### src/hdl/rgbls_ram.sv
`default_nettype none

// simple dual-port RAM, registered read, old data on a same-address collision
module rgbls_ram #(
   parameter int WIDTH = 8,
   parameter int DEPTH = 16
) (
   input  wire logic                     clock,
   input  wire logic                     wr_en,
   input  wire logic [$clog2(DEPTH)-1:0] wr_addr,
   input  wire logic [WIDTH-1:0]         wr_data,
   input  wire logic [$clog2(DEPTH)-1:0] rd_addr,
   output      logic [WIDTH-1:0]         rd_data
);

   logic [WIDTH-1:0] mem_ff [DEPTH];

   always_ff @(posedge clock) begin
      if (wr_en) begin
         mem_ff[wr_addr] <= wr_data;
      end
      rd_data <= mem_ff[rd_addr];
   end

endmodule

`default_nettype wire

### config.mk
export PLATFORM = sky130hd
export DESIGN_NAME = rgbls_ram
export DESIGN_NICKNAME = d
export VERILOG_FILES = /design/src/hdl/rgbls_ram.sv
export SDC_FILE = /design/constraint.sdc
export NUM_CORES = 1
export LEC_CHECK = 0
export ABC_AREA = 1
export BUFFER_PORTS_ARGS = -buffer_cell sky130_fd_sc_hd__buf_4
export CORE_MARGIN = 2
export CORE_UTILIZATION = 57
export DETAILED_ROUTE_END_ITERATION = 10
export PLACE_DENSITY = 0.81
export SYNTH_ARGS = -nofsm -noshare
export SYNTH_HDL_FRONTEND = slang
export SYNTH_SLANG_ARGS = --single-unit
### constraint.sdc
create_clock -name clock -period 1.7 [get_ports clock]
set_clock_uncertainty 0.15 [all_clocks]
set_input_delay 0.34 -clock clock [delete_from_list [all_inputs] [get_ports clock]]
set_output_delay 0.34 -clock clock [all_outputs]
set_load 0.03 [all_outputs]
==> impl_metrics.toml <==
[outcome]
status = "complete, no violations"

[worst_setup_path]
critPathTopFamily = "flip-flops"
crit_fanout = 1
crit_arrival_ns = 1.06
cpMaxStageDelayCell = "dfxtp_1"
endpoint_kind = "output port"
crit_path_max_incr_delay_ns = 0.36
path_class = "flop to output port"
cp_data_required_time_ns = 1.21
worst-path-buf-inv = 1
startpoint_type = "flop"
cp_cell_sequence = "buf_4"

[placed_design]
port_buffers = 25
finalWeightedCongestion = 0.884
hpwl_mm = 8.07

[global_route]
grt_pass1_vias = 3983
antenna_found_initial = 0
grt.overflow.total = 0
grt_pass1_wl_mm = 20.8
grt_max_degree = 65
track_usage_pct = 26.0

[route]
drt-vias-per-instance = 5.37
drtIter0Drc = 352
highest_layer = "met4"
post_drt_wl_per_cell_um = 17.6
drt-total-wl_mm = 13.1
ant_nets = 0
wl_met2_mm = 6.50
vias = 3993
drc = 0
drt_first_pass_iters = 5
wl_met3_mm = 1.07
wl_met1_mm = 5.04

[sta]
finalCriticalPeriod_ns = 1.55
rsz0062_at_grt = "no"
finalHoldWorstSlack_ns = 0.0300
tightest_slew_ns = 0.363
max_freq_mhz = 646
fin_tns_setup_ns = 0
relSlewSlack_pct = 75.8
final_max_slew_viol_count = 0
finalHoldViolCount = 0
period_share_pct = 91.0
setup_viol = 0

[clocking]
cts_tree = "built"
htree_levels = 4
cts_num_sinks = 136
path_clk_slew_ns = 0.06
cts_buffers = 17
cts_root_buf = "clkbuf_8"
clock_latency_ns = 0.52
clock_path_buffers = 2

[floorplan]
die_h_um = 105
core_region_area_sq_um = 9820
fp.dieW_um = 105
rows = 36
floorplan.initialDensity_pct = 58.7
fp.dieArea_sq_um = 10900
ioPinCount = 26

[final_layout]
post-route-util_pct = 69.2
antenna-diode-count = 0
area_delta_synth_final_pct = 17.9
drive_gt1_share_pct = 13.3
fin_nets = 615
final_common_cell = "nand2_1"
mostFrequentLayoutCells = "nand2_1, edfxtp_1, inv_1, nand3_1, buf_4"
fill_cells = 693

[synth]
ys_top_cells_by_area = "edfxtp_1, nand2_1, nand3_1"
synth_area_sq_um = 5770
ys_seq_elements = 136
synth_nets = 569
avgSynthCellArea_sq_um = 10.5
synth_top_area_share_pct = 66.7
synthCells = 551
yosys.area.top_type = "edfxtp_1"
synth_warnings = 0
seq_area_frac_synth_pct = 69.4
yosysUniqueCellTypes = 12

[pwr]
peakVddDrop_uv = 1060
p_leak_nw = 2.97
power.density_nw_per_um2 = 1170

[job]
maxCapViolations = 0

[worst_hold_path]
hp-class = "input port to flop"
-- power by group --
| group | total, mW | internal [mW] | switching, mW |
|---|---|---|---|
| logic | 0.544 | 0.175 | 0.369 |
| clock network | 3.63 | 2.30 | 1.33 |
| registers | 3.78 | 3.75 | 0.0275 |
| total | 7.95 | 6.23 | 1.72 |
-- cells by family (layout without fill, tap and decap cells) --
kind of cell,count (synthesis),after routing,synth area share [%]
flops,136,136,69.4
simple gates,289,289,21.0
buf+inv,126,185,9.52
-- worst reg2reg max path: stages (launching register included) --
cell and delay, ns:
edfxtp_1 0.38, inv_1 0.06, nand2_1 0.06, nand3_1 0.10, nand3_1 0.17, nand3_1 0.14, nand2_1 0.07
-- final timing paths --
path              slack [ns]  cells past startpoint         start            to
setup / recovery        0.15                      1    rd_data[6]    rd_data[6]
hold / removal          0.03                      1    wr_data[7]  mem_ff[2][7]
setup reg to reg        0.46                      6  mem_ff[0][2]    rd_data[2]
hold reg to reg         0.51                      6  mem_ff[2][6]    rd_data[6]
-- synth_stat cells --
master,number
buf_4,4
edfxtp_1,128
nand3b_1,2
buf_2,13
buf_1,1
dfxtp_1,8
nand2_1,173
buf_6,6
nand3_1,97
inv_2,2
inv_1,100
nor2_1,17
-- stage by stage --
stage / worst slack, ns / cells / instance area, sq um / total power, mW
6_report: 0.152 / 743 / 6800 / 7.95
3_3_place_gp: 0.194 / 710 / 6190 / 4.36
4_1_cts: 0.127 / 743 / 6800 / 7.98
5_1_grt: 0.101 / 743 / 6800 / 8.18
3_5_place_dp: 0.149 / 710 / 6190 / 4.38
2_1_floorplan: 0.259 / 551 / 5770 / 4.14
-- timing repair --
action	in CTS	in global routing
endpoints found under the hold margin	3	0
setup endpoints to repair	0	0
buffers inserted	0	0
hold buffers	1	0
resized for setup	0	0
-- layer usage --
metal / GRT usage [%] / vias to the layer above
met3: 8.17 / 40
met2: 41.9 / 212
li1: - / 1864
met4: 12.3 / 0
met1: 32.0 / 1877
met5: 0 / -
-- registers in the layout (all words and copies together) (netlist names) --
register,flops
mem_ff,128
rd_data,8
-- area by class of cell --
class	instances	area, sq um	share of cell area (%)
flip-flops and latches	136	4000	58.9
multi-input cells	289	1210	17.9
clock buffers	20	445	6.55
repair buffers	51	435	6.41
inverters	102	383	5.63
well taps	133	166	2.45
clock inverters	12	150	2.21
Power figures use the tool's default switching activity.
